**config.mk**
```make
export PLATFORM = sky130hd
export DESIGN_NAME = vad_prep
export DESIGN_NICKNAME = d
export VERILOG_FILES = /design/src/vector_angle_degrees_assert.svh /design/src/vad_pkg.sv /design/src/vad_prep.sv
export SDC_FILE = /design/constraint.sdc
export NUM_CORES = 1
export LEC_CHECK = 0
export ABC_AREA = 1
export BUFFER_PORTS_ARGS = -buffer_cell sky130_fd_sc_hd__clkbuf_2
export CAP_MARGIN = 20
export CORE_UTILIZATION = 43
export CTS_CLUSTER_SIZE = 40
export DETAILED_ROUTE_END_ITERATION = 10
export PLACE_DENSITY = 0.87
export SETUP_SLACK_MARGIN = 0.1
export SLEW_MARGIN = 20
export SYNTH_ARGS = -nofsm -noshare
export SYNTH_HDL_FRONTEND = slang
export SYNTH_SLANG_ARGS = --single-unit
```
**constraint.sdc**
```tcl
create_clock -name aclk -period 3.3 [get_ports aclk]
set_clock_uncertainty 0.05 [all_clocks]
set_input_delay 0.33 -clock aclk [delete_from_list [all_inputs] [get_ports aclk]]
set_output_delay 0.33 -clock aclk [all_outputs]
set_load 0.05 [all_outputs]
```
**src/vector_angle_degrees_assert.svh**
```systemverilog
// Assertion macros shared by the vector angle RTL.
// No dependencies; included by files that carry concurrent assertions.
`ifndef VECTOR_ANGLE_DEGREES_ASSERT_SVH
`define VECTOR_ANGLE_DEGREES_ASSERT_SVH

// Same-cycle implication, disabled while reset is asserted.
`define VAD_ASSERT_SAME(lbl, clk, rstn, ante, cons) \
    lbl: assert property (@(posedge clk) disable iff (!(rstn)) (ante) |-> (cons)) \
        else $error("vector_angle_degrees assertion failed");

// Next-cycle implication, disabled while reset is asserted.
`define VAD_ASSERT_NEXT(lbl, clk, rstn, ante, cons) \
    lbl: assert property (@(posedge clk) disable iff (!(rstn)) (ante) |=> (cons)) \
        else $error("vector_angle_degrees assertion failed");

`endif

```
**src/vad_pkg.sv**
```systemverilog
// Shared types, constants and the arctangent table for the vector angle block.
// No dependencies; used by every module under src.
package vad_pkg;

    localparam int COMPONENT_BITS      = 16;
    localparam int ANGLE_FRACTION_BITS = 7;
    localparam int ROTATION_STAGES     = 16;

    localparam int ANGLE_W   = 16;                  // output field width
    localparam int ZFRAC     = 24;                  // fraction bits of the angle accumulator
    localparam int TABLE_LEN = 32;
    localparam int IDX_W     = $clog2(TABLE_LEN);
    localparam int CW        = 64;                  // rotation datapath width
    localparam int PRE_SHIFT = 60 - COMPONENT_BITS;
    localparam int ZW        = 32;                  // accumulator width, signed
    localparam int AW        = 34;                  // folded angle width, unsigned
    localparam int ROUND_SH  = ZFRAC - ANGLE_FRACTION_BITS;

    localparam logic [8:0] DEG_0   = 9'd0;
    localparam logic [8:0] DEG_90  = 9'd90;
    localparam logic [8:0] DEG_180 = 9'd180;
    localparam logic [8:0] DEG_270 = 9'd270;

    localparam logic signed [ZW-1:0] Z_90  = ZW'(64'd90 << ZFRAC);
    localparam logic [AW-1:0] A_90         = AW'(64'd90 << ZFRAC);
    localparam logic [AW-1:0] A_180        = AW'(64'd180 << ZFRAC);
    localparam logic [AW-1:0] A_360        = AW'(64'd360 << ZFRAC);
    localparam logic [AW-1:0] ROUND_HALF   = AW'(64'd1 << (ROUND_SH - 1));
    localparam logic [AW-1:0] ANGLE_FULL   = AW'(64'd360 << ANGLE_FRACTION_BITS);

    typedef struct packed {
        logic               special;        // axis case, angle already known
        logic [ANGLE_W-1:0] special_angle;
        logic               x_neg;
        logic               y_neg;
    } side_t;

    typedef struct packed {
        logic signed [CW-1:0] x;
        logic signed [CW-1:0] y;
        logic signed [ZW-1:0] z;
        side_t                side;
    } cell_t;

    // Whole degrees to the output format, truncated to the field width.
    function automatic logic [ANGLE_W-1:0] deg_out(input logic [8:0] deg);
        logic [63:0] t;
        t = 64'(deg) << ANGLE_FRACTION_BITS;
        return t[ANGLE_W-1:0];
    endfunction

    // atan(2^-i) in degrees, 24 fraction bits, rounded to nearest.
    function automatic logic signed [ZW-1:0] atan_deg(input logic [IDX_W-1:0] idx);
        logic signed [ZW-1:0] v;
        case (idx)
            5'd0:  v = 32'sd754974720;
            5'd1:  v = 32'sd445687602;
            5'd2:  v = 32'sd235489088;
            5'd3:  v = 32'sd119537938;
            5'd4:  v = 32'sd60000934;
            5'd5:  v = 32'sd30029717;
            5'd6:  v = 32'sd15018523;
            5'd7:  v = 32'sd7509720;
            5'd8:  v = 32'sd3754917;
            5'd9:  v = 32'sd1877466;
            5'd10: v = 32'sd938734;
            5'd11: v = 32'sd469367;
            5'd12: v = 32'sd234684;
            5'd13: v = 32'sd117342;
            5'd14: v = 32'sd58671;
            5'd15: v = 32'sd29335;
            5'd16: v = 32'sd14668;
            5'd17: v = 32'sd7334;
            5'd18: v = 32'sd3667;
            5'd19: v = 32'sd1833;
            5'd20: v = 32'sd917;
            5'd21: v = 32'sd458;
            5'd22: v = 32'sd229;
            5'd23: v = 32'sd115;
            5'd24: v = 32'sd57;
            5'd25: v = 32'sd29;
            5'd26: v = 32'sd14;
            5'd27: v = 32'sd7;
            5'd28: v = 32'sd4;
            5'd29: v = 32'sd2;
            5'd30: v = 32'sd1;
            default: v = 32'sd0;
        endcase
        return v;
    endfunction

endpackage

```
**src/vad_prep.sv**
```systemverilog
// Input cell: magnitudes, axis detection and scaling into the rotation format.
// Depends on vad_pkg.
module vad_prep (
    input  logic                                      aclk,
    input  logic                                      aresetn,
    input  logic                                      up_valid,
    output logic                                      up_ready,
    input  logic signed [vad_pkg::COMPONENT_BITS-1:0] vec_x,
    input  logic signed [vad_pkg::COMPONENT_BITS-1:0] vec_y,
    output logic                                      dn_valid,
    input  logic                                      dn_ready,
    output vad_pkg::cell_t                            dn_data
);

    localparam int N = vad_pkg::COMPONENT_BITS;

    logic                 valid_reg;
    vad_pkg::cell_t       data_reg;
    vad_pkg::cell_t       data_next;
    logic signed [N:0]    xe;
    logic signed [N:0]    ye;
    logic [N:0]           ax;
    logic [N:0]           ay;
    logic [vad_pkg::CW-1:0] ax_w;
    logic [vad_pkg::CW-1:0] ay_w;

    assign up_ready = !valid_reg || dn_ready;
    assign dn_valid = valid_reg;
    assign dn_data  = data_reg;

    always_comb begin
        xe   = {vec_x[N-1], vec_x};
        ye   = {vec_y[N-1], vec_y};
        // one extra bit so the most negative value has an exact magnitude
        ax   = xe[N] ? (N+1)'(-xe) : (N+1)'(xe);
        ay   = ye[N] ? (N+1)'(-ye) : (N+1)'(ye);
        ax_w = vad_pkg::CW'(ax) << vad_pkg::PRE_SHIFT;
        ay_w = vad_pkg::CW'(ay) << vad_pkg::PRE_SHIFT;

        data_next.x          = signed'(ax_w);
        data_next.y          = signed'(ay_w);
        data_next.z          = '0;
        data_next.side.x_neg = vec_x[N-1];
        data_next.side.y_neg = vec_y[N-1];
        if (vec_x == '0) begin
            data_next.side.special       = 1'b1;
            data_next.side.special_angle = vec_y[N-1] ? vad_pkg::deg_out(vad_pkg::DEG_270)
                                                      : vad_pkg::deg_out(vad_pkg::DEG_90);
        end else if (vec_y == '0) begin
            data_next.side.special       = 1'b1;
            data_next.side.special_angle = vec_x[N-1] ? vad_pkg::deg_out(vad_pkg::DEG_180)
                                                      : vad_pkg::deg_out(vad_pkg::DEG_0);
        end else begin
            data_next.side.special       = 1'b0;
            data_next.side.special_angle = '0;
        end
    end

    always_ff @(posedge aclk) begin
        if (!aresetn) begin
            valid_reg <= 1'b0;
        end else if (up_ready) begin
            valid_reg <= up_valid;
        end
    end

    always_ff @(posedge aclk) begin
        if (up_ready && up_valid) begin
            data_reg <= data_next;
        end
    end

endmodule

```
==> results.json, run 1 <==
{
  "drive_gt1_share_pct": 23.0,
  "postCtsSetupRepairBufs": 0,
  "setup_viol": 0,
  "layout-area-overhead-vs-synth_pct": 3.87,
  "cap_violations": 0,
  "grt_remaining_overflow": 0,
  "drtAntennaViolNets": 0,
  "via_per_inst": 3.91,
  "hold_path.class": "in -> reg",
  "critPathBufInv": 1,
  "critPathMaxFanout": 32,
  "dr.pass1.iters": 4,
  "grtUsageMet1_pct": 12.4,
  "wirelength_um": 5730,
  "grt_use_met3_pct": 4.10,
  "switchingPower_mw": 0.751,
  "worst_setup_path_start_kind": "flip-flop",
  "synth_cells": 366,
  "cts.htree.levels": 2,
  "fill_cells": 694,
  "syn_area_per_cell_um2": 8.84,
  "first_global_vias": 1822,
  "cts_resized": 0,
  "final_nets": 489,
  "placed_cells": 543,
  "seq_area_frac_synth_pct": 40.5,
  "rows": 31,
  "die_height_um": 88.8,
  "p_comb_share_pct": 37.5,
  "cpMaxStageDelayCell": "buf_4",
  "grt_max_degree": 33,
  "clockRootBuffer": "clkbuf_8",
  "die_w_um": 88.8,
  "start_util_pct": 44.6,
  "max_freq_mhz": 636,
  "wl_per_cell_um": 10.4,
  "critical_path.top_delay_family": "buffers and inverters",
  "drtIter0Drc": 74,
  "cts_hold_buf": 0,
  "arrival_ns": 1.47,
  "drc_errors": 0,
  "critical_path_required_ns": 3.20,
  "max-vdd-ir-drop_mv": 0.222,
  "io_pins": 217,
  "core-area_mm2": 0.00725,
  "switching_share_pct": 44.1,
  "tritoncts.num_buffers": 5,
  "min_period_ns": 1.57,
  "grt_pass1_wl_um": 8240,
  "outcome": "finished clean",
  "grt_util_met2_pct": 28.9,
  "syn_area_mm2": 0.00324,
  "grt_setup_unrepaired": "false",
  "seqPwrFrac_pct": 39.5,
  "cts_tree": "built",
  "grtUsageTotal_pct": 14.0,
  "dieArea_mm2": 0.00788,
  "worstSkewPairLatency_ns": 0.29,
  "ys_ff_latch": 44,
  "critPathMaxStageDelay_ns": 0.45,
  "dp_hpwl_um": 4850,
  "num_vias": 2157,
  "p_int_mw": 0.953,
  "pwr-share-clk_pct": 23.0,
  "yosysWarnings": 0,
  "crit_chain": "a21oi_4 -> buf_4",
  "finalMaxSlewViolations": 0,
  "worstSetupPathType": "reg -> reg",
  "place.gp.congestion": 0.768,
  "finalHoldViolCount": 0,
  "synth_cell_type_count": 24,
  "cts_sinks": 44,
  "fin_cells": 551,
  "top_usage_layer": "met2",
  "finalSetupTns_ns": 0,
  "io_buffers": 82,
  "leakage_nw": 1.81,
  "endpoint_kind": "flip-flop",
  "antenna_found_initial": 0,
  "period_share_pct": 47.6,
  "diodes": 0,
  "powerDensity_mw_per_mm2": 507,
  "clk_pin_slew_ns": 0.08,
  "clk_path_buf_depth": 2
}
## state kept, by name (all words and copies together), names as in the netlist
signal / flops
dn_data: 43
dn_valid: 1
## path summary, 6_finish.rpt
check	cells past startpoint	to	from	slack (ns)
max	2	dn_data[13]	dn_valid	1.73
min reg2reg	2	dn_valid	dn_valid	0.55
max reg2reg	2	dn_data[13]	dn_valid	1.73
min	1	dn_data[95]	vec_y[0]	0.19
## metal layers
metal / vias up / part of all wire [%]
met5: - / 0
met4: 0 / 1.7
met3: 8 / 9.7
met2: 125 / 55
met1: 973 / 33
li1: 1051 / -
## layout make-up
type                            instances  area, um^2  area share [%]
Sequential cell                        44        1310            39.0
Multi-Input combinational cell        284        1280            38.0
Timing Repair Buffer                   83         418            12.4
Inverter                               33         124            3.68
Tap cell                               99         124            3.68
Clock buffer                            5        68.8            2.05
Clock inverter                          3        37.5            1.12
## cell families after synthesis
logic type | synth area share, %
buffers and inverters | 36.0
xor gates and xnor gates | 3.79
other | 0.116
adders and majority gates | 0.773
and+or+nand+nor | 16.7
DFF | 40.5
AOI/OAI and AO/OA | 2.16
## through the flow
| step | util [%] | power [mW] | setup slack (ns) | hold slack (ns) | instance area (um^2) |
|---|---|---|---|---|---|
| 2_1_floorplan | - | 1.37 | 0.106 | 0.379 | 3740 |
| 3_3_place_gp | 44.9 | 1.32 | 1.65 | 0.484 | 3260 |
| 3_5_place_dp | 44.9 | 1.32 | 1.59 | 0.491 | 3260 |
| 4_1_cts | 46.4 | 1.72 | 1.70 | 0.181 | 3360 |
| 5_1_grt | 46.4 | 1.77 | 1.63 | 0.176 | 3360 |
| 6_report | 46.4 | 1.70 | 1.73 | 0.189 | 3360 |
## synthesized netlist by cell type (all sizes together)
library cell / instances / area share (%)
o21ai: 9 / 1.6
dfxtp: 1 / 0.62
edfxtp: 43 / 40
nor2: 26 / 3.9
ha: 2 / 0.77
nand4: 2 / 0.39
xor2: 9 / 2.4
nand3: 20 / 3.5
nand2: 67 / 8.0
a21oi: 2 / 0.31
conb: 1 / 0.12
nand3b: 2 / 0.46
xnor2: 5 / 1.4
buf: 140 / 32
nor3: 3 / 0.46
a21boi: 1 / 0.23
inv: 33 / 3.8
## cells in the final DEF (no fill, tap or decap)
cell / n
conb_1: 136
a21oi_4: 1
nor3_1: 3
dfxtp_1: 1
xor2_1: 9
a21boi_0: 1
clkbuf_2: 82
o21ai_0: 7
ha_1: 2
nand2_2: 3
nand3b_1: 2
xnor2_1: 5
o21ai_2: 2
nand4_1: 2
nand3_4: 1
nor2_4: 2
clkinv_1: 2
buf_4: 1
edfxtp_1: 43
nand3_1: 19
nand2_1: 64
a21oi_1: 1
nor2_1: 19
clkbuf_8: 5
inv_1: 32
inv_2: 1
nor2_2: 5
bufinv_16: 1
## power groups by stage
stage	clock network, mW	logic, mW	registers, mW
2_1_floorplan	0	0.544	0.822
3_3_place_gp	0	0.632	0.686
6_report	0.391	0.640	0.673
5_1_grt	0.420	0.673	0.678
4_1_cts	0.404	0.638	0.674
3_5_place_dp	0	0.637	0.687
Power figures use the tool's default switching activity.
==> inputs of run 2 (changes only) <==
Clock period 3.3 ns to 1.6 ns, I/O delays scaled along.
==> run 2 against run 1 <==
Compared with the run above:
- first-iteration DRC count shrank 11%
- highest routed layer unchanged
- register-to-register slack lost 1.3 ns
- wire length is 2.0% lower
- clock-buffer cell count stayed put
- combinational power increased by 110%
- clock power up 120%
- sequential power rose by 110%
- global-route usage decreased by 0.97 points
- sequential cell count stayed put
- critical endpoint is now up_ready
- final area grew 1.5%
- critical path type is now reg -> out
- final cell count increased by 0.54%
==> results.json, run 2 (synthesis gave the netlist of run 1 again) <==
{
  "cts.htree.levels": 2,
  "die_height_um": 88.8,
  "first_global_vias": 1768,
  "grt_pass1_wl_um": 7690,
  "final_common_cell": "conb_1",
  "finalMaxSlewViolations": 0,
  "clockRootBuffer": "clkbuf_8",
  "arrival_ns": 1.01,
  "setup_viol": 0,
  "min_period_ns": 1.22,
  "worstRegToRegCells": 2,
  "cts_sinks": 44,
  "final_cell_mix": "conb_1, clkbuf_2, nand2_1, edfxtp_1, inv_1",
  "endpoint_kind": "output port",
  "reg2reg_from": "dn_valid",
  "worst_hold_path.endpoint": "dn_data[95]",
  "core-area_mm2": 0.00725,
  "fill_cells": 652,
  "cpMaxStageDelayCell": "dfxtp_4",
  "leakage_nw": 1.83,
  "place.gp.congestion": 0.784,
  "cts_tree": "built",
  "worstSkewPairLatency_ns": 0.29,
  "grt_remaining_overflow": 0,
  "placed_area_mm2": 0.00329,
  "powerDensity_mw_per_mm2": 1050,
  "diodes": 0,
  "fin_area_mm2": 0.00341,
  "start_util_pct": 44.6,
  "drtIter0Drc": 66,
  "regArea_mm2": 0.00132,
  "hp-start": "vec_y[0]",
  "critical_path_required_ns": 1.39,
  "tritoncts.num_buffers": 5,
  "ff2ff_setup_slack_ns": 0.47,
  "io_buffers": 82,
  "layout-area-overhead-vs-synth_pct": 5.41,
  "worst_setup_path_start_kind": "flip-flop",
  "setup_ws_ns": 0.384,
  "critPathMaxStageDelay_ns": 0.36,
  "grt_max_degree": 44,
  "rows": 31,
  "period_share_pct": 76.0,
  "crit_chain": "nand2_1 -> clkbuf_2",
  "wirelength_um": 5620,
  "cap_violations": 0,
  "clk_pin_slew_ns": 0.08,
  "io_pins": 217,
  "final_nets": 492,
  "grtUsageTotal_pct": 13.0,
  "drc_errors": 0,
  "cts_resized": 0,
  "fin_cells": 554,
  "multiInputGateArea_mm2": 0.00128,
  "dieArea_mm2": 0.00788,
  "die_w_um": 88.8,
  "p_total_mw": 3.59,
  "max-vdd-ir-drop_mv": 0.484,
  "num_vias": 2216,
  "rr_endpoint": "dn_data[95]",
  "holdPathStages": 1,
  "finalHoldViolCount": 0,
  "outcome": "finished clean",
  "dr.pass1.iters": 4,
  "wl_per_cell_um": 10.1,
  "dp_hpwl_um": 4600,
  "clk_path_buf_depth": 2,
  "worstSetupPathType": "reg -> out",
  "largest_register_ffs": 43,
  "finalSetupTns_ns": 0,
  "postCtsSetupRepairBufs": 0,
  "drtAntennaViolNets": 0,
  "cts_hold_buf": 1,
  "max_freq_mhz": 822,
  "dp_slack_ns": 0.125,
  "grt_setup_unrepaired": "false",
  "antenna_found_initial": 0,
  "via_per_inst": 4.00,
  "hold_path.class": "in -> reg",
  "placed_cells": 545,
  "critPathMaxFanout": 3,
  "drive_gt1_share_pct": 24.0
}
## run 2: cell count changes in the layout (fill, tap and decap cells not counted), sizes merged
cell and delta:
buf +2, clkinv -2, clkinvlp +1, inv +1
dlygate4sd3 +1
## run 2: layout make-up
type	count	area share [%]
tap	99	3.63
multi-input combinational	284	37.5
sequential	44	38.5
inverter	33	3.63
timing repair buffer	86	13.3
clock buffer	5	2.02
clock inverter	3	1.36
## run 2: layer usage
layer,part of all wire [%],track usage [%]
met2,53,24.5
met3,11,4.38
met4,2.1,6.16
met5,0,0
met1,34,12.8
## run 2: critical path, delay by kind of cell (launching register included)
kind	cells	cell delay, ns
DFF	1	0.36
buffers and inverters	1	0.27
and+or+nand+nor	1	0.08
## run 2: how the worst max path moves through the flow
| stage | startpoint | to | slack [ns] | depth (start not counted) |
|---|---|---|---|---|
| final | dn_valid | up_ready | 0.38 | 2 |
| after CTS | dn_valid | up_ready | 0.37 | 2 |
| after detailed placement | vec_y[1] | dn_data[109] | 0.13 | 10 |
| after global placement | vec_y[1] | dn_data[109] | 0.19 | 10 |
| after floorplan | dn_valid | dn_data[0] | -0.03 | 1 |
| after global routing | vec_y[1] | dn_data[13] | 0.31 | 9 |
## run 2: report_power, final
part	switching, mW	internal (mW)
Sequential	0.0235	1.36
Combinational	1.18	0.156
Clock	0.396	0.470
## run 2: stage by stage
stage          util, %  hold WS [ns]
2_1_floorplan        -         0.209
3_3_place_gp      45.3         0.307
3_5_place_dp      45.3         0.309
4_1_cts           47.0      0.000252
5_1_grt           47.0      0.000707
6_report          47.0       0.00534
==> inputs of run 3 (changes only) <==
Settings changed: ABC_AREA 1 to 0, CORE_UTILIZATION 43 to 38, PLACE_DENSITY 0.87 to 0.83.
Clock period 1.6 ns to 1.1 ns, I/O delays scaled along.
==> run 3 against run 2 <==
Compared with the run above:
- the flow now finishes with violations (setup timing)
- global-route usage grew 2.9 points
- setup slack lost 0.84 ns
- register-to-register slack lost 0.65 ns
- combinational power grew 99%
- wire length grew 55%
- die area grew 8.8%
- synthesized cell count shrank 21%
- non-clock buffer count grew 74
- largest power group is now combinational logic
==> results.json, run 3 <==
{
  "syn_area_mm2": 0.00312,
  "hold_path.class": "in -> reg",
  "synth.area.top_cells": "edfxtp_1, buf_4, xnor2_1",
  "wl_per_cell_um": 15.9,
  "core-area_mm2": 0.00785,
  "largest_register_ffs": 43,
  "num_vias": 2343,
  "start_util_pct": 39.7,
  "seq_area_frac_synth_pct": 42.0,
  "critical_path_required_ns": 1.19,
  "diodes": 0,
  "synth-main-ff-cell": "edfxtp_1",
  "grt_max_degree": 18,
  "drc_errors": 0,
  "fin_area_mm2": 0.00505,
  "place.gp.congestion": 0.868,
  "cts_tree": "built",
  "outcome": "finished with violations",
  "worstSkewPairLatency_ns": 0.29,
  "antenna_found_initial": 0,
  "yosys-top-cells-count": "buf_4, edfxtp_1, xnor2_1, or4_1, o21ai_0",
  "reg2reg_from": "dn_valid",
  "hp-start": "vec_x[15]",
  "rows": 32,
  "cts.htree.levels": 2,
  "dp_slack_ns": -0.721,
  "cts_sinks": 44,
  "arrival_ns": 1.65,
  "tritoncts.num_buffers": 5,
  "yosys.area.top_type": "edfxtp_1",
  "grt_setup_unrepaired": "true",
  "drtAntennaViolNets": 0,
  "finalHoldViolCount": 0,
  "cpMostUsedCell": "or4_4",
  "netlist.area_leader.share_pct": 41.4,
  "clk_pin_slew_ns": 0.09,
  "finalMaxSlewViolations": 0,
  "powerDensity_mw_per_mm2": 1190,
  "drive_gt1_share_pct": 50.1,
  "endpoint_kind": "flip-flop",
  "syn_area_per_cell_um2": 10.8,
  "dieArea_mm2": 0.00857,
  "clk_path_buf_depth": 2,
  "synthArstFlopShare_pct": 0,
  "critPathMaxFanout": 2,
  "dr.pass1.iters": 4,
  "io_pins": 217,
  "synth_cell_type_count": 32,
  "ys_ff_latch": 44,
  "synth_edf_count": 43,
  "placed_cells": 512,
  "post-route-util_pct": 64.3,
  "yosysWarnings": 0,
  "wirelength_um": 8700,
  "crit_start": "vec_y[9]",
  "setup_viol": 71,
  "period_share_pct": 141,
  "yosysMostFrequentCell": "buf_4",
  "crit_chain": "clkbuf_2 -> or4_4 -> or4_4 -> buf_12 -> o31ai_4",
  "final_common_cell": "conb_1",
  "violations": "setup timing",
  "layout-area-overhead-vs-synth_pct": 61.8,
  "fin_hold_ws_ns": 0.0217,
  "critical_path.top_delay_family": "simple AND/OR/NAND/NOR gates",
  "placed_area_mm2": 0.00366,
  "via_per_inst": 4.27,
  "drtIter0Drc": 98,
  "cpMaxStageDelayCell": "or4_4",
  "grt_pass1_wl_um": 10400,
  "fin_cells": 549,
  "final_nets": 484,
  "max-vdd-ir-drop_mv": 0.704,
  "die_w_um": 92.6,
  "grtUsageTotal_pct": 16.0,
  "finalSetupTns_ns": -11.99,
  "critPathMaxStageDelay_ns": 0.54,
  "synth_cells": 290,
  "grt_remaining_overflow": 0,
  "leakage_nw": 2.29,
  "first_global_vias": 2126,
  "io_buffers": 82,
  "p_total_mw": 6.00,
  "die_height_um": 92.6,
  "setup_ws_ns": -0.455,
  "dp_hpwl_um": 4760,
  "min_period_ns": 1.56,
  "clockRootBuffer": "clkbuf_8",
  "final_cell_mix": "conb_1, buf_8, buf_4, edfxtp_1, buf_6",
  "worstSetupPathType": "in -> reg",
  "cap_violations": 0,
  "critPathBufInv": 2,
  "worst_setup_path_start_kind": "input pin",
  "max_freq_mhz": 643
}
==> run 3: worst paths after layout <==
| kind | endpoint | slack (ns) | depth (start not counted) |
|---|---|---|---|
| worst min register to register | dn_valid | 0.57 | 3 |
| worst min-delay path | dn_data[1] | 0.02 | 1 |
| worst max register to register | dn_data[0] | -0.18 | 5 |
| worst max-delay path | dn_data[18] | -0.46 | 5 |
==> run 3: cell type report <==
| cell class | count | area, um^2 |
|---|---|---|
| fillers | 532 | 2800 |
| repair buffers | 160 | 1780 |
| multi-input cells | 228 | 1660 |
| flip-flops and latches | 44 | 1320 |
| well taps | 102 | 128 |
| clock buffers | 5 | 68.8 |
| inverters | 7 | 56.3 |
| clock inverters | 3 | 42.5 |
==> run 3: layer usage <==
layer / share of wire [%] / global-route usage [%] / wire, um
met5: 0 / 0 / 0
met2: 58 / 32.3 / 5090
met4: 1.3 / 7.68 / 115
met1: 34 / 15.8 / 2990
met3: 5.9 / 1.89 / 515
==> run 3: timing repair <==
item                                    4_1_cts  5_1_grt
gates resized for setup                     147      100
hold buffers                                  2        0
setup buffers                                13       15
endpoints found under the setup margin      121      121
endpoints found under the hold margin         1        0
gates cloned                                  2        1
pin swaps                                    17       33
==> run 3: kinds of logic (layout without fill, tap and decap cells) <==
group / Yosys count / in the layout / share of synthesized area (%)
flops: 44 / 44 / 42.0
simple gates: 35 / 35 / 7.62
xor+xnor: 26 / 26 / 7.30
mux: 1 / 1 / 0.722
other cells: 1 / 136 / 0.120
fa+ha+maj: 2 / 2 / 0.802
buf+inv: 153 / 175 / 35.1
compound gates: 28 / 28 / 6.30
==> run 3: where the power goes <==
group / internal (mW) / leakage (nW) / switching (mW)
sequential: 2.00 / 0.427 / 0.0877
combinational: 0.772 / 1.81 / 1.88
clock: 0.674 / 0.0558 / 0.588
