<file path="config.mk">
export PLATFORM = sky130hd
export DESIGN_NAME = vad_fold
export DESIGN_NICKNAME = d
export VERILOG_FILES = /design/src/vector_angle_degrees_assert.svh /design/src/vad_pkg.sv /design/src/vad_fold.sv
export SDC_FILE = /design/constraint.sdc
export NUM_CORES = 1
export LEC_CHECK = 0
export BUFFER_PORTS_ARGS = -buffer_cell sky130_fd_sc_hd__buf_2
export CAP_MARGIN = 20
export CORE_AREA = 3 3 99 101
export CTS_CLUSTER_DIAMETER = 60
export CTS_CLUSTER_SIZE = 12
export DETAILED_ROUTE_END_ITERATION = 8
export DIE_AREA = 0 0 102 104
export GPL_TIMING_DRIVEN = 0
export PLACE_DENSITY_LB_ADDON = 0.3
export SLEW_MARGIN = 30
export SYNTH_ARGS = -nofsm -noshare
export SYNTH_HDL_FRONTEND = slang
export SYNTH_SLANG_ARGS = --single-unit
</file>
<file path="constraint.sdc">
create_clock -name aclk -period 3.71 [get_ports aclk]
set_clock_uncertainty 0.1 [all_clocks]
set_input_delay 1.113 -clock aclk [delete_from_list [all_inputs] [get_ports aclk]]
set_output_delay 1.113 -clock aclk [all_outputs]
set_load 0.005 [all_outputs]
</file>
<file path="src/vector_angle_degrees_assert.svh">
// Assertion macros shared by the vector angle RTL.
// No dependencies; included by files that carry concurrent assertions.
`ifndef VECTOR_ANGLE_DEGREES_ASSERT_SVH
`define VECTOR_ANGLE_DEGREES_ASSERT_SVH

// Same-cycle implication, disabled while reset is asserted.
`define VAD_ASSERT_SAME(lbl, clk, rstn, ante, cons) \
    lbl: assert property (@(posedge clk) disable iff (!(rstn)) (ante) |-> (cons)) \
        else $error("vector_angle_degrees assertion failed");

// Next-cycle implication, disabled while reset is asserted.
`define VAD_ASSERT_NEXT(lbl, clk, rstn, ante, cons) \
    lbl: assert property (@(posedge clk) disable iff (!(rstn)) (ante) |=> (cons)) \
        else $error("vector_angle_degrees assertion failed");

`endif

</file>
<file path="src/vad_pkg.sv">
// Shared types, constants and the arctangent table for the vector angle block.
// No dependencies; used by every module under src.
package vad_pkg;

    localparam int COMPONENT_BITS      = 16;
    localparam int ANGLE_FRACTION_BITS = 7;
    localparam int ROTATION_STAGES     = 16;

    localparam int ANGLE_W   = 16;                  // output field width
    localparam int ZFRAC     = 24;                  // fraction bits of the angle accumulator
    localparam int TABLE_LEN = 32;
    localparam int IDX_W     = $clog2(TABLE_LEN);
    localparam int CW        = 64;                  // rotation datapath width
    localparam int PRE_SHIFT = 60 - COMPONENT_BITS;
    localparam int ZW        = 32;                  // accumulator width, signed
    localparam int AW        = 34;                  // folded angle width, unsigned
    localparam int ROUND_SH  = ZFRAC - ANGLE_FRACTION_BITS;

    localparam logic [8:0] DEG_0   = 9'd0;
    localparam logic [8:0] DEG_90  = 9'd90;
    localparam logic [8:0] DEG_180 = 9'd180;
    localparam logic [8:0] DEG_270 = 9'd270;

    localparam logic signed [ZW-1:0] Z_90  = ZW'(64'd90 << ZFRAC);
    localparam logic [AW-1:0] A_90         = AW'(64'd90 << ZFRAC);
    localparam logic [AW-1:0] A_180        = AW'(64'd180 << ZFRAC);
    localparam logic [AW-1:0] A_360        = AW'(64'd360 << ZFRAC);
    localparam logic [AW-1:0] ROUND_HALF   = AW'(64'd1 << (ROUND_SH - 1));
    localparam logic [AW-1:0] ANGLE_FULL   = AW'(64'd360 << ANGLE_FRACTION_BITS);

    typedef struct packed {
        logic               special;        // axis case, angle already known
        logic [ANGLE_W-1:0] special_angle;
        logic               x_neg;
        logic               y_neg;
    } side_t;

    typedef struct packed {
        logic signed [CW-1:0] x;
        logic signed [CW-1:0] y;
        logic signed [ZW-1:0] z;
        side_t                side;
    } cell_t;

    // Whole degrees to the output format, truncated to the field width.
    function automatic logic [ANGLE_W-1:0] deg_out(input logic [8:0] deg);
        logic [63:0] t;
        t = 64'(deg) << ANGLE_FRACTION_BITS;
        return t[ANGLE_W-1:0];
    endfunction

    // atan(2^-i) in degrees, 24 fraction bits, rounded to nearest.
    function automatic logic signed [ZW-1:0] atan_deg(input logic [IDX_W-1:0] idx);
        logic signed [ZW-1:0] v;
        case (idx)
            5'd0:  v = 32'sd754974720;
            5'd1:  v = 32'sd445687602;
            5'd2:  v = 32'sd235489088;
            5'd3:  v = 32'sd119537938;
            5'd4:  v = 32'sd60000934;
            5'd5:  v = 32'sd30029717;
            5'd6:  v = 32'sd15018523;
            5'd7:  v = 32'sd7509720;
            5'd8:  v = 32'sd3754917;
            5'd9:  v = 32'sd1877466;
            5'd10: v = 32'sd938734;
            5'd11: v = 32'sd469367;
            5'd12: v = 32'sd234684;
            5'd13: v = 32'sd117342;
            5'd14: v = 32'sd58671;
            5'd15: v = 32'sd29335;
            5'd16: v = 32'sd14668;
            5'd17: v = 32'sd7334;
            5'd18: v = 32'sd3667;
            5'd19: v = 32'sd1833;
            5'd20: v = 32'sd917;
            5'd21: v = 32'sd458;
            5'd22: v = 32'sd229;
            5'd23: v = 32'sd115;
            5'd24: v = 32'sd57;
            5'd25: v = 32'sd29;
            5'd26: v = 32'sd14;
            5'd27: v = 32'sd7;
            5'd28: v = 32'sd4;
            5'd29: v = 32'sd2;
            5'd30: v = 32'sd1;
            default: v = 32'sd0;
        endcase
        return v;
    endfunction

endpackage

</file>
<file path="src/vad_fold.sv">
// Output cells: saturate and fold into the quadrant, then round, wrap and hold the result.
// Depends on vad_pkg.
module vad_fold (
    input  logic                           aclk,
    input  logic                           aresetn,
    input  logic                           up_valid,
    output logic                           up_ready,
    input  vad_pkg::cell_t                 up_data,
    output logic                           dn_valid,
    input  logic                           dn_ready,
    output logic [vad_pkg::ANGLE_W-1:0]    dn_angle
);

    localparam int AW = vad_pkg::AW;

    logic                           fold_valid_reg;
    logic [AW-1:0]                  fold_reg;
    logic [AW-1:0]                  fold_next;
    vad_pkg::side_t                 side_reg;
    logic                           fold_ready;
    logic [AW-1:0]                  zs;
    logic                           out_valid_reg;
    logic [vad_pkg::ANGLE_W-1:0]    out_reg;
    logic [vad_pkg::ANGLE_W-1:0]    out_next;
    logic [AW-1:0]                  rnd;

    assign up_ready   = !fold_valid_reg || fold_ready;
    assign fold_ready = !out_valid_reg || dn_ready;
    assign dn_valid   = out_valid_reg;
    assign dn_angle   = out_reg;

    // first stage: clamp to [0, 90] and place in the quadrant
    always_comb begin
        if (up_data.z[vad_pkg::ZW-1]) begin
            zs = '0;
        end else if (up_data.z > vad_pkg::Z_90) begin
            zs = vad_pkg::A_90;
        end else begin
            zs = AW'(unsigned'(up_data.z));
        end
        case ({up_data.side.x_neg, up_data.side.y_neg})
            2'b00:   fold_next = zs;
            2'b10:   fold_next = vad_pkg::A_180 - zs;
            2'b11:   fold_next = vad_pkg::A_180 + zs;
            default: fold_next = vad_pkg::A_360 - zs;
        endcase
    end

    // second stage: round half up, wrap 360 to 0, or take the known angle for an axis case
    always_comb begin
        rnd = (fold_reg + vad_pkg::ROUND_HALF) >> vad_pkg::ROUND_SH;
        if (rnd >= vad_pkg::ANGLE_FULL) begin
            rnd = rnd - vad_pkg::ANGLE_FULL;
        end
        out_next = side_reg.special ? side_reg.special_angle : rnd[vad_pkg::ANGLE_W-1:0];
    end

    always_ff @(posedge aclk) begin
        if (!aresetn) begin
            fold_valid_reg <= 1'b0;
            out_valid_reg  <= 1'b0;
        end else begin
            if (up_ready) begin
                fold_valid_reg <= up_valid;
            end
            if (fold_ready) begin
                out_valid_reg <= fold_valid_reg;
            end
        end
    end

    always_ff @(posedge aclk) begin
        if (up_ready && up_valid) begin
            fold_reg <= fold_next;
            side_reg <= up_data.side;
        end
        if (fold_ready && fold_valid_reg) begin
            out_reg <= out_next;
        end
    end

endmodule

</file>
==> impl_table.tex, run 1 <==
\begin{tabular}{lr}
\hline
Metric & Value \\
\hline
\multicolumn{2}{l}{\textbf{Clocking}} \\
\quad Clock-pin slew reported for the worst setup and hold paths after clock tree synthesis & 0.10 ns \\
\quad Buffer depth of the longest clock path & 2 \\
\quad Num Clock Sinks & 52 \\
\quad Library cell used as clock root buffer & sky130\_fd\_sc\_hd\_\_clkbuf\_8 \\
\quad Clock buffer count from CTS & 5 \\
\quad Number of buffers added to fix hold violations after cts & 0 \\
\quad Clock latency on the worst-skew pair & roughly 0.3 ns \\
\quad Deepest level of the CTS H-tree & 2 \\
\quad TritonCTS clock tree & done \\
\multicolumn{2}{l}{\textbf{Worst setup path}} \\
\quad Kind of end point of the critical path & flip-flop \\
\quad Crit Reg-Reg Startpoint & fold\_reg[16] \\
\quad FF-to-FF path depth & 11 \\
\quad Maximum fanout along the worst path & 4 \\
\quad Largest incremental delay on the critical path & about 0.56 ns \\
\quad R2R setup slack & about 0.53 ns \\
\quad Critical Path, Cell by Cell & buf\_8 > or4\_4 > nor4\_4 > and2\_4 > o211ai\_1 > ha\_2 > a311oi\_4 > o21a\_2 > o21ai\_2 > a211o\_1 \\
\quad Required time of the critical path & about 3.7 ns \\
\quad Launching element type of the critical path & input pin \\
\quad Worst setup path class & in -> reg \\
\quad Buffer and inverter count on the worst path & 1 \\
\quad Critical register-to-register path endpoint & dn\_angle[11] \\
\quad Cell family with the largest share of critical-path delay & compound AO/OA/AOI/OAI gates \\
\quad Critical path arrival & approximately 3.7 ns \\
\quad Slowest stage cell on the critical path & sky130\_fd\_sc\_hd\_\_or4\_4 \\
\multicolumn{2}{l}{\textbf{Layout}} \\
\quad Number of nets at the end of the flow & $\sim$630 \\
\quad Total inserted antenna cells & 0 \\
\quad Final core area utilization & 0.4644 \\
\quad Layout cell share with drive strength beyond 1 & 0.2917 \\
\quad Area Growth Syn to Fin & 21.01\% \\
\multicolumn{2}{l}{\textbf{Drt}} \\
\quad Routed met2 length & roughly 3400 um \\
\quad DR pass1 iterations & 4 \\
\quad Average wire per standard cell & between 10 and 15 um \\
\quad Residual antenna-violating net count after detailed routing & 0 \\
\quad Detailed router's first-iteration violation count & 74 \\
\quad Vias per std cell & $\sim$5.3 \\
\quad Length of routed met3 wiring & $\sim$440 um \\
\quad Number of DRC violations after detailed routing & 0 \\
\quad Total routed wirelength & about 7300 um \\
\quad Total via count after detailed routing & about 2900 \\
\quad Highest routing layer actually used & met4 \\
\quad M1 WL & 3418 um \\
\multicolumn{2}{l}{\textbf{Power and ir drop}} \\
\quad Peak VDD IR & around 0.17 mV \\
\quad Post-layout total power & 1.374 mW \\
\quad Leakage power total & approximately 1.6 nW \\
\quad Power density over the cells & roughly 320 nW/um\^{}2 \\
\multicolumn{2}{l}{\textbf{Timing}} \\
\quad Achievable Freq & 268.8 MHz \\
\quad Share of the clock period used by the worst path & 1.003 \\
\quad RSZ-0062 raised after global routing & true \\
\quad Clock period minus worst slack & roughly 3.7 ns \\
\quad Slew Limit Headroom & 0.4835 \\
\quad Final number of max-transition violations & 0 \\
\quad Final count of negative-setup-slack endpoints & 1 \\
\quad Worst-margin pin slew & 0.7713 ns \\
\quad Accumulated negative setup slack & -0.01051 ns \\
\quad Setup WS post-layout & -0.01051 ns \\
\quad Number of endpoints with negative hold slack in the final report & 0 \\
\multicolumn{2}{l}{\textbf{Outcome}} \\
\quad Violated checks & negative setup slack \\
\quad Outcome & finished, violations left \\
\multicolumn{2}{l}{\textbf{Flow run}} \\
\quad Number of max-cap violations & 0 \\
\multicolumn{2}{l}{\textbf{Global route}} \\
\quad Total global routing track utilization & 0.1373 \\
\quad Largest net degree at the start of global routing & 35 \\
\quad First-pass GRT wire length & $\sim$12000 um \\
\quad Initial antenna violation count & 0 \\
\quad Via count of the first global-routing pass & approximately 2800 \\
\quad Leftover overflow at the end of global routing & 0 \\
\multicolumn{2}{l}{\textbf{Synth}} \\
\quad Post-synth top flop & sky130\_fd\_sc\_hd\_\_edfxtp\_1 \\
\quad Number of enable-type register cells in the synthesized netlist & 50 \\
\quad Mapped Area & about 3500 sq um \\
\quad Sequential area share after synthesis & 0.4409 \\
\quad Proportion of netlist area held by the largest area contributor & 0.4295 \\
\quad Synth Net Count & 541 \\
\quad Syn Inst Count & approximately 350 \\
\quad FFs w/ async S/R, synth & 0 \\
\quad Post-synthesis sequential element count & 52 \\
\quad Average cell area after synthesis & about 10 sq um \\
\quad Most numerous cell types in the synthesized netlist & 50 x sky130\_fd\_sc\_hd\_\_edfxtp\_1, 33 x sky130\_fd\_sc\_hd\_\_nand2\_1, 28 x sky130\_fd\_sc\_hd\_\_nor2\_1 \\
\quad Number of warnings printed during yosys synthesis & 0 \\
\quad Library cell with the highest instance count after synthesis & sky130\_fd\_sc\_hd\_\_edfxtp\_1 \\
\quad Biggest area contributors in the synthesized netlist & sky130\_fd\_sc\_hd\_\_edfxtp\_1 43\%, sky130\_fd\_sc\_hd\_\_ha\_1 4.3\%, sky130\_fd\_sc\_hd\_\_nand2\_1 3.5\%, sky130\_fd\_sc\_hd\_\_nor2\_1 3.0\%, sky130\_fd\_sc\_hd\_\_o21ai\_0 2.9\% \\
\quad Count of cell types in the netlist & 62 \\
\quad Cell type with the highest aggregate area in the netlist & sky130\_fd\_sc\_hd\_\_edfxtp\_1 \\
\multicolumn{2}{l}{\textbf{Die}} \\
\quad Die outline height & $\sim$100 um \\
\quad Number of ports placed on the die boundary & 201 \\
\quad Die width & about 100 um \\
\quad Total die area & approximately 11000 sq um \\
\quad Number of core rows & 35 \\
\quad Effective utilization at floorplan & 0.3838 \\
\quad Placeable Area & a little over 9000 sq um \\
\multicolumn{2}{l}{\textbf{Place}} \\
\quad Buffers added on ports & 70 \\
\quad Global placement routability congestion & 0.8186 \\
\quad Detailed placer's ending HPWL & 5537 um \\
\multicolumn{2}{l}{\textbf{Worst hold path}} \\
\quad Endpoint with the worst hold slack & dn\_angle[2] \\
\quad Hold/Removal Path Class & reg -> reg \\
\quad Hold-critical path depth & 2 \\
\quad Startpoint of the worst hold path & side\_reg[4] \\
\hline
\end{tabular}
## worst register-to-register path, delay by kind of cell (launching register included)
family | cells | cell delay (ns)
adders and majority gates | 2 | 0.48
and+or+nand+nor | 4 | 0.61
xor gates and xnor gates | 1 | 0.25
AOI/OAI and AO/OA | 3 | 1.07
DFF | 1 | 0.42
buffers and inverters | 1 | 0.06
## worst max-delay path by stage
stage | start | end | slack (ns) | cells past startpoint
2_1_floorplan | up_data[41] | fold_reg[32] | -0.02 | 9
3_3_place_gp | up_data[41] | fold_reg[32] | -0.35 | 10
3_5_place_dp | up_data[41] | fold_reg[32] | -0.42 | 10
4_1_cts | up_data[41] | fold_reg[32] | 0.02 | 10
5_1_grt | up_data[39] | fold_reg[32] | -0.07 | 10
6_report | up_data[39] | fold_reg[32] | -0.01 | 10
## what timing repair did
| action | in CTS | in global routing |
|---|---|---|
| gates resized for setup | 1 | 10 |
| hold endpoints to repair | 0 | 0 |
| buffers inserted | 0 | 8 |
| pin swaps | 2 | 11 |
| setup endpoints to repair | 2 | 4 |
## cell type report
cell class	count	area, sq um
multi-input combinational	260	1882
timing repair buffer	78	426.7
buffer	19	87.58
clock inverter	2	15.01
inverter	15	56.30
clock buffer	6	82.58
fill	887	4878
tap	111	138.9
sequential	52	1541
## power breakdown
group          internal [mW]  switching [mW]
Clock                  0.151           0.179
Sequential             0.697          0.0250
Combinational          0.144           0.178
## through the flow
stage	instances	worst slack, ns	cell area, sq um	hold slack, ns
floorplan	346	-0.02252	3521	0.3768
global placement	527	-0.3477	4010	0.3955
detailed placement	527	-0.4233	4014	0.4148
CTS	535	0.01993	4123	0.4336
global route	543	-0.07307	4230	0.4634
finish	543	-0.01051	4230	0.4217
## cell families (layout without fill, tap and decap cells)
logic type      after synthesis  count (layout)  synth area share
mux                          12              12           0.03722
flops                        52              52            0.4409
xor+xnor                     21              21           0.05261
buf+inv                      34             120           0.04116
compound gates               78              78            0.1578
fa+ha+maj                    12              12           0.04295
simple gates                137             137            0.2273
## cells in the final DEF (no fill, tap or decap), types with 4 or more instances in the layout
master,Yosys,routed
sky130_fd_sc_hd__nor3b_1,4,4
sky130_fd_sc_hd__nand3_1,11,11
sky130_fd_sc_hd__xor2_1,10,10
sky130_fd_sc_hd__buf_4,3,11
sky130_fd_sc_hd__and2_1,7,5
sky130_fd_sc_hd__a31oi_1,5,5
sky130_fd_sc_hd__o21ai_0,20,18
sky130_fd_sc_hd__ha_1,12,11
sky130_fd_sc_hd__or3_1,5,5
sky130_fd_sc_hd__inv_1,15,15
sky130_fd_sc_hd__nor4_1,7,7
sky130_fd_sc_hd__xnor2_1,11,11
sky130_fd_sc_hd__and4_1,6,6
sky130_fd_sc_hd__buf_2,4,72
sky130_fd_sc_hd__nor2_1,28,28
sky130_fd_sc_hd__nor2b_1,5,4
sky130_fd_sc_hd__nand2_1,33,33
sky130_fd_sc_hd__a211o_1,4,4
sky130_fd_sc_hd__a21oi_1,8,8
sky130_fd_sc_hd__clkbuf_8,0,6
sky130_fd_sc_hd__clkbuf_1,12,12
sky130_fd_sc_hd__edfxtp_1,50,50
sky130_fd_sc_hd__nand4_1,7,7
sky130_fd_sc_hd__mux2i_1,4,4
sky130_fd_sc_hd__nor3_1,4,4
sky130_fd_sc_hd__mux2_2,8,8
sky130_fd_sc_hd__o31ai_1,4,4
## metal layers
| layer | vias to the layer above | GRT usage |
|---|---|---|
| met5 | - | 0 |
| met4 | 0 | 0.03374 |
| met3 | 6 | 0.02213 |
| met2 | 89 | 0.2261 |
| met1 | 1300 | 0.1872 |
| li1 | 1474 | - |
(Power assumes the default switching activity.)
==> run 2, diff against run 1 <==
--- a/config.mk
+++ b/config.mk
@@ -9,7 +9,6 @@
 export CAP_MARGIN = 20
 export CORE_AREA = 3 3 99 101
 export CTS_CLUSTER_DIAMETER = 60
-export CTS_CLUSTER_SIZE = 12
 export DETAILED_ROUTE_END_ITERATION = 8
 export DIE_AREA = 0 0 102 104
 export GPL_TIMING_DRIVEN = 0
==> constraint.sdc (replaced) <==
create_clock -name aclk -period 3.45 [get_ports aclk]
set_clock_uncertainty 0.1 [all_clocks]
set_input_delay 1.035 -clock aclk [delete_from_list [all_inputs] [get_ports aclk]]
set_output_delay 1.035 -clock aclk [all_outputs]
set_load 0.005 [all_outputs]
==> impl_table.tex, run 2 (synthesis results as in run 1) <==
\begin{tabular}{lr}
\hline
Metric & Value \\
\hline
\multicolumn{2}{l}{\textbf{Layout}} \\
\quad Layout cell share with drive strength beyond 1 & 0.2979 (+0.006255) \\
\quad Most common library cell in the layout ignoring fill and taps & sky130\_fd\_sc\_hd\_\_buf\_2 \\
\quad Number of nets at the end of the flow & 627 (+0.16\%) \\
\quad Area occupied by multi-input gates & 1903 sq um (+1.1\%) \\
\quad Number of fill cells & 888 (+0.11\%) \\
\quad Total inserted antenna cells & 0 (unchanged) \\
\quad Most frequent cells in the layout & 72 x sky130\_fd\_sc\_hd\_\_buf\_2, 50 x sky130\_fd\_sc\_hd\_\_edfxtp\_1, 33 x sky130\_fd\_sc\_hd\_\_nand2\_1 \\
\quad Area Growth Syn to Fin & 22.12\% \\
\quad Final core area utilization & 0.4687 (+0.004258) \\
\quad Flip-flop and latch area & 1541 sq um (unchanged) \\
\quad Layout Cells excl Fill & 544 (+0.18\%) \\
\multicolumn{2}{l}{\textbf{Timing}} \\
\quad Worst-margin pin slew & 0.7695 ns (-0.001788 ns) \\
\quad Worst slack on hold paths & 0.4282 ns (+0.006457 ns) \\
\quad Clock period minus worst slack & approximately 3.4 ns \\
\quad Number of endpoints with negative hold slack in the final report & 0 (unchanged) \\
\quad RSZ-0062 raised after global routing & true \\
\quad Final count of negative-setup-slack endpoints & 0 (-1) \\
\quad Slew Limit Headroom & 0.4847 (+0.001197) \\
\quad Accumulated negative setup slack & 0 ns (+0.01051 ns) \\
\quad Achievable Freq & around 290 MHz \\
\quad Share of the clock period used by the worst path & 0.9964 \\
\quad Final number of max-transition violations & 0 (unchanged) \\
\quad Setup WS post-layout & 0.01234 ns (+0.02284 ns) \\
\multicolumn{2}{l}{\textbf{Die}} \\
\quad Number of core rows & 35 (unchanged) \\
\quad Die outline height & 104 um (unchanged) \\
\quad Total die area & 10610 sq um (unchanged) \\
\quad Placeable Area & 9109 sq um (unchanged) \\
\quad Die width & 102 um (unchanged) \\
\quad Effective utilization at floorplan & 0.3838 (unchanged) \\
\quad Number of ports placed on the die boundary & 201 (unchanged) \\
\multicolumn{2}{l}{\textbf{Global route}} \\
\quad Largest net degree at the start of global routing & 22 (-37\%) \\
\quad Leftover overflow at the end of global routing & 0 (unchanged) \\
\quad Via count of the first global-routing pass & 2780 (+1.0\%) \\
\quad First-pass GRT wire length & 12360 um (+0.45\%) \\
\quad Initial antenna violation count & 0 (unchanged) \\
\quad Total global routing track utilization & 0.1392 (+0.001931) \\
\multicolumn{2}{l}{\textbf{Place}} \\
\quad Global placement routability congestion & 0.8244 (+0.71\%) \\
\quad Detailed placer's ending HPWL & 5611 um (+1.3\%) \\
\quad Buffers added on ports & 70 (unchanged) \\
\quad Post-Place Worst Slack & -0.5888 ns (-0.1655 ns) \\
\quad Post-placement cell count & 528 (+0.19\%) \\
\multicolumn{2}{l}{\textbf{Power and ir drop}} \\
\quad Power density over the cells & 342.7 nW/um\^{}2 (+5.5\%) \\
\quad Peak VDD IR & 0.1378 mV (-19\%) \\
\quad Leakage power total & 1.650 nW (+1.1\%) \\
\multicolumn{2}{l}{\textbf{Drt}} \\
\quad Total routed wirelength & 7328 um (+0.60\%) \\
\quad DR pass1 iterations & 7 (+3) \\
\quad Average wire per standard cell & 13.47 um (+0.42\%) \\
\quad Residual antenna-violating net count after detailed routing & 0 (unchanged) \\
\quad Detailed router's first-iteration violation count & 56 (-24\%) \\
\quad Total via count after detailed routing & 2868 (-0.035\%) \\
\quad Vias per std cell & 5.272 (-0.22\%) \\
\quad Number of DRC violations after detailed routing & 0 (unchanged) \\
\multicolumn{2}{l}{\textbf{Worst setup path}} \\
\quad Launching element type of the critical path & input pin \\
\quad Critical register-to-register path endpoint & dn\_angle[11] \\
\quad CP Launch Point & up\_data[41] \\
\quad Worst setup path endpoint & fold\_reg[32] \\
\quad Required time of the critical path & 3.41 ns (-0.26 ns) \\
\quad Critical path arrival & 3.40 ns (-0.28 ns) \\
\quad Maximum fanout along the worst path & 5 (+1) \\
\quad FF-to-FF path depth & 11 (unchanged) \\
\quad Crit Reg-Reg Startpoint & fold\_reg[16] \\
\quad R2R setup slack & 0.52 ns (about the same) \\
\quad Worst setup path class & in -> reg \\
\quad Kind of end point of the critical path & flip-flop \\
\multicolumn{2}{l}{\textbf{Clocking}} \\
\quad Buffer depth of the longest clock path & 2 (unchanged) \\
\quad Clock-pin slew reported for the worst setup and hold paths after clock tree synthesis & 0.09 ns (about the same) \\
\quad TritonCTS clock tree & done \\
\quad Library cell used as clock root buffer & sky130\_fd\_sc\_hd\_\_clkbuf\_8 \\
\quad Deepest level of the CTS H-tree & 2 (unchanged) \\
\quad Num Clock Sinks & 52 (unchanged) \\
\quad Clock buffer count from CTS & 5 (unchanged) \\
\quad Clock latency on the worst-skew pair & 0.30 ns (about the same) \\
\quad Number of buffers added to fix hold violations after cts & 0 (unchanged) \\
\multicolumn{2}{l}{\textbf{Flow run}} \\
\quad Number of max-cap violations & 0 (unchanged) \\
\multicolumn{2}{l}{\textbf{Worst hold path}} \\
\quad Hold/Removal Path Class & reg -> reg \\
\quad Hold-critical path depth & 1 (-1) \\
\multicolumn{2}{l}{\textbf{Outcome}} \\
\quad Outcome & complete, no violations \\
\hline
\end{tabular}
run 2: worst max-delay path, cell delays in order:
cell and delay (ns):
sky130_fd_sc_hd__buf_8 0.09, sky130_fd_sc_hd__or4_4 0.56, sky130_fd_sc_hd__nor4_4 0.16, sky130_fd_sc_hd__and2_4 0.20, sky130_fd_sc_hd__o211ai_1 0.15, sky130_fd_sc_hd__ha_2 0.41
sky130_fd_sc_hd__o21ai_4 0.09, sky130_fd_sc_hd__o21a_4 0.23, sky130_fd_sc_hd__o2111a_1 0.23, sky130_fd_sc_hd__a211o_1 0.23
run 2: stage by stage:
| step | area, sq um | total power [mW] |
|---|---|---|
| floorplan | 3521 | 1.014 |
| global placement | 4010 | 1.110 |
| detailed placement | 4041 | 1.121 |
| CTS | 4156 | 1.459 |
| global route | 4269 | 1.554 |
| finish | 4269 | 1.463 |
run 2: cell type report:
class / instances / area share
Multi-Input combinational cell: 260 / 0.4458
Sequential cell: 52 / 0.3611
Timing Repair Buffer: 79 / 0.1064
Tap cell: 111 / 0.03253
Buffer: 19 / 0.02052
Clock buffer: 5 / 0.01612
Inverter: 15 / 0.01319
Clock inverter: 3 / 0.004396
run 2: worst min-delay path by stage:
stage                       end      startpoint
finish                 dn_valid  fold_valid_reg
global route           dn_valid  fold_valid_reg
CTS                 dn_angle[4]     side_reg[6]
detailed placement     dn_valid  fold_valid_reg
global placement       dn_valid  fold_valid_reg
floorplan              dn_valid  fold_valid_reg
run 2: power by group:
group | leakage, nW | switching (mW) | internal, mW
Combinational | 1.10 | 0.196 | 0.160
Sequential | 0.505 | 0.0261 | 0.749
Clock | 0.0479 | 0.191 | 0.142
Total | 1.65 | 0.413 | 1.05
run 2: timing repair:
action                                  in CTS  in global routing
setup buffers                                2                  6
resized for setup                            2                 15
endpoints found under the setup margin       4                  9
pin swaps                                    2                  2
run 2: routing by layer:
metal  vias up  track usage  routed length, um
met3         8      0.02280                395
met2        83       0.2293               3375
met4         0      0.04124                 84
li1       1477            -                  -
met5         -            0                  0
met1      1300       0.1862               3473
==> run 3, diff against run 2 <==
==> constraint.sdc (replaced) <==
create_clock -name aclk -period 3.45 [get_ports aclk]
set_clock_uncertainty 0.1 [all_clocks]
set_input_delay 0.1725 -clock aclk [delete_from_list [all_inputs] [get_ports aclk]]
set_output_delay 0.1725 -clock aclk [all_outputs]
set_load 0.005 [all_outputs]
==> impl_table.tex, run 3 (synthesis results as in run 1) <==
\begin{tabular}{lr}
\hline
Metric & Value \\
\hline
\multicolumn{2}{l}{\textbf{Power and ir drop}} \\
\quad Leakage power total & 1.653 nW (+0.20\%) \\
\quad Sequential Power Share & 0.529 (about the same) \\
\quad Combinational share of power & 0.232 (-0.011) \\
\quad Post-layout total power & 1.467 mW (+0.25\%) \\
\quad Internal power & 1.067 mW (+1.6\%) \\
\quad Part of the power in the clock network & 0.239 (+0.012) \\
\quad Peak VDD IR & 0.1635 mV (+19\%) \\
\quad Sw Ratio & 0.2726 (-0.009425) \\
\quad Psw & 0.3999 mW (-3.1\%) \\
\quad Power density over the cells & 344.1 nW/um\^{}2 (+0.40\%) \\
\multicolumn{2}{l}{\textbf{Clocking}} \\
\quad Deepest level of the CTS H-tree & 2 (unchanged) \\
\quad Library cell used as clock root buffer & sky130\_fd\_sc\_hd\_\_clkbuf\_8 \\
\quad Num Clock Sinks & 52 (unchanged) \\
\quad Post-CTS repair timing setup buffer count & 0 (-2) \\
\quad Clock-pin slew reported for the worst setup and hold paths after clock tree synthesis & 0.09 ns (about the same) \\
\quad TritonCTS clock tree & done \\
\quad Clock latency on the worst-skew pair & 0.30 ns (about the same) \\
\quad Clock buffer count from CTS & 5 (unchanged) \\
\quad Buffer depth of the longest clock path & 2 (unchanged) \\
\multicolumn{2}{l}{\textbf{Timing}} \\
\quad Clock period minus worst slack & 3.169 ns (-0.2682 ns) \\
\quad Worst slack on hold paths & 0.02121 ns (-0.4070 ns) \\
\quad Achievable Freq & 315.5 MHz (+8.5\%) \\
\quad Share of the clock period used by the worst path & 0.9187 (-0.07774) \\
\quad Final count of negative-setup-slack endpoints & 0 (unchanged) \\
\quad Accumulated negative setup slack & 0 ns (unchanged) \\
\quad Worst-margin pin slew & 0.7611 ns (-0.008422 ns) \\
\quad Number of endpoints with negative hold slack in the final report & 0 (unchanged) \\
\quad Final number of max-transition violations & 0 (unchanged) \\
\quad Slew Limit Headroom & 0.4903 (+0.005641) \\
\quad RSZ-0062 raised after global routing & false \\
\multicolumn{2}{l}{\textbf{Die}} \\
\quad Die outline height & 104 um (unchanged) \\
\quad Number of core rows & 35 (unchanged) \\
\quad Die width & 102 um (unchanged) \\
\quad Number of ports placed on the die boundary & 201 (unchanged) \\
\quad Total die area & 10610 sq um (unchanged) \\
\quad Placeable Area & 9109 sq um (unchanged) \\
\quad Effective utilization at floorplan & 0.3838 (unchanged) \\
\multicolumn{2}{l}{\textbf{Place}} \\
\quad Detailed placer's ending HPWL & 5522 um (-1.6\%) \\
\quad Global placement routability congestion & 0.8304 (+0.73\%) \\
\quad Post-placement cell count & 527 (-0.19\%) \\
\quad Buffers added on ports & 70 (unchanged) \\
\quad Cell area after placement & 3989 sq um (-1.3\%) \\
\multicolumn{2}{l}{\textbf{Layout}} \\
\quad Most frequent cells in the layout & 74 x sky130\_fd\_sc\_hd\_\_buf\_2, 50 x sky130\_fd\_sc\_hd\_\_edfxtp\_1, 33 x sky130\_fd\_sc\_hd\_\_nand2\_1 \\
\quad Final Cell Area & 4263 sq um (-0.15\%) \\
\quad Flip-flop and latch area & 1541 sq um (unchanged) \\
\quad Layout cell share with drive strength beyond 1 & 0.2443 (-0.05358) \\
\quad Number of fill cells & 877 (-1.2\%) \\
\quad Number of nets at the end of the flow & 636 (+1.4\%) \\
\quad Area occupied by multi-input gates & 1814 sq um (-4.7\%) \\
\quad Area Growth Syn to Fin & 21.94\% \\
\quad Layout Cells excl Fill & 553 (+1.7\%) \\
\quad Most common library cell in the layout ignoring fill and taps & sky130\_fd\_sc\_hd\_\_buf\_2 \\
\quad Total inserted antenna cells & 0 (unchanged) \\
\multicolumn{2}{l}{\textbf{Worst hold path}} \\
\quad Hold/Removal Path Class & in -> reg \\
\multicolumn{2}{l}{\textbf{Drt}} \\
\quad Residual antenna-violating net count after detailed routing & 0 (unchanged) \\
\quad Routed met2 length & 3299 um (-2.3\%) \\
\quad Detailed router's first-iteration violation count & 61 (+8.9\%) \\
\quad Number of DRC violations after detailed routing & 0 (unchanged) \\
\quad Average wire per standard cell & 13.33 um (-1.0\%) \\
\quad Vias per std cell & 5.302 (+0.57\%) \\
\quad Total routed wirelength & 7374 um (+0.63\%) \\
\quad DR pass1 iterations & 4 (-3) \\
\quad Highest routing layer actually used & met4 \\
\quad Length of routed met3 wiring & 480 um (+22\%) \\
\quad M1 WL & 3507 um (+0.98\%) \\
\quad Total via count after detailed routing & 2932 (+2.2\%) \\
\multicolumn{2}{l}{\textbf{Flow run}} \\
\quad Number of max-cap violations & 0 (unchanged) \\
\multicolumn{2}{l}{\textbf{Worst setup path}} \\
\quad Slowest stage cell on the critical path & sky130\_fd\_sc\_hd\_\_or4\_4 \\
\quad Cell family with the largest share of critical-path delay & compound AO/OA/AOI/OAI gates \\
\quad Maximum fanout along the worst path & 6 (+1) \\
\quad Largest incremental delay on the critical path & 0.57 ns (about the same) \\
\quad Buffer and inverter count on the worst path & 1 (unchanged) \\
\quad Launching element type of the critical path & input pin \\
\quad Kind of end point of the critical path & flip-flop \\
\quad Worst setup path class & in -> reg \\
\quad Critical path arrival & 3.11 ns (-0.29 ns) \\
\quad Critical Path, Cell by Cell & buf\_2 > or4\_4 > nor4\_4 > and2\_1 > o211ai\_1 > ha\_1 > a311oi\_1 > o21bai\_1 > a2111oi\_0 > o22ai\_1 \\
\quad Required time of the critical path & 3.39 ns (-0.02 ns) \\
\multicolumn{2}{l}{\textbf{Global route}} \\
\quad Initial antenna violation count & 0 (unchanged) \\
\quad First-pass GRT wire length & 12500 um (+1.1\%) \\
\quad Via count of the first global-routing pass & 2817 (+1.3\%) \\
\quad Leftover overflow at the end of global routing & 0 (unchanged) \\
\quad Total global routing track utilization & 0.1392 (about the same) \\
\quad Largest net degree at the start of global routing & 35 (+59\%) \\
\multicolumn{2}{l}{\textbf{Outcome}} \\
\quad Outcome & complete, no violations \\
\hline
\end{tabular}
-- run 3: changes by cell type in the layout (fill, tap and decap cells not counted), sizes merged --
cell / delta
dlygate4sd3: +18
clkinvlp: +1
clkbuf: +2
buf: -9
clkinv: -3
-- run 3: per-stage QoR --
stage                     utilization  setup WS, ns
after floorplan                     -        0.4966
after global placement         0.4375       0.01693
after detailed placement       0.4379      -0.01110
after CTS                      0.4680        0.2930
after global routing           0.4680       0.01867
final                          0.4680        0.2805
-- run 3: final timing paths --
kind	from	to	slack, ns	cells after the start
worst max register to register	fold_reg[16]	dn_angle[11]	0.29	11
worst max-delay path	up_data[38]	fold_reg[30]	0.28	10
worst min-delay path	up_valid	fold_valid_reg	0.02	3
worst min register to register	fold_valid_reg	dn_valid	0.42	1
-- run 3: final cells by class --
cell class,count,area share
Multi-Input combinational cell,260,0.4256
Timing Repair Buffer,88,0.1244
Clock buffer,7,0.02025
Tap cell,111,0.03258
Sequential cell,52,0.3616
Inverter,15,0.01321
Buffer,19,0.02055
Clock inverter,1,0.001761
-- run 3: worst register-to-register path: stages, from the launching register on --
cell,delay [ns]
sky130_fd_sc_hd__edfxtp_1,0.41
sky130_fd_sc_hd__ha_1,0.27
sky130_fd_sc_hd__nand2_1,0.15
sky130_fd_sc_hd__nor3_4,0.26
sky130_fd_sc_hd__nand2_1,0.11
sky130_fd_sc_hd__xor2_1,0.24
sky130_fd_sc_hd__ha_1,0.20
sky130_fd_sc_hd__inv_1,0.05
sky130_fd_sc_hd__a2111oi_0,0.42
sky130_fd_sc_hd__a311o_1,0.37
sky130_fd_sc_hd__nand2_1,0.13
sky130_fd_sc_hd__a221oi_1,0.26
-- run 3: power by group through the flow --
stage	registers (mW)	logic [mW]	clock network [mW]
5_1_grt	0.781	0.387	0.393
2_1_floorplan	0.786	0.223	0
3_5_place_dp	0.790	0.324	0
6_report	0.776	0.341	0.350
3_3_place_gp	0.790	0.315	0
4_1_cts	0.776	0.342	0.363
-- run 3: layer usage --
layer  vias to the layer above  track usage
li1                       1495            -
met1                      1321       0.1907
met2                       101       0.2266
met3                        15      0.02549
met4                         0      0.03374
met5                         -            0
-- run 3: timing repair --
item                       4_1_cts  5_1_grt
gates resized for setup          0        0
hold buffers                    18        0
setup endpoints to repair        0        0
hold endpoints to repair        18        0
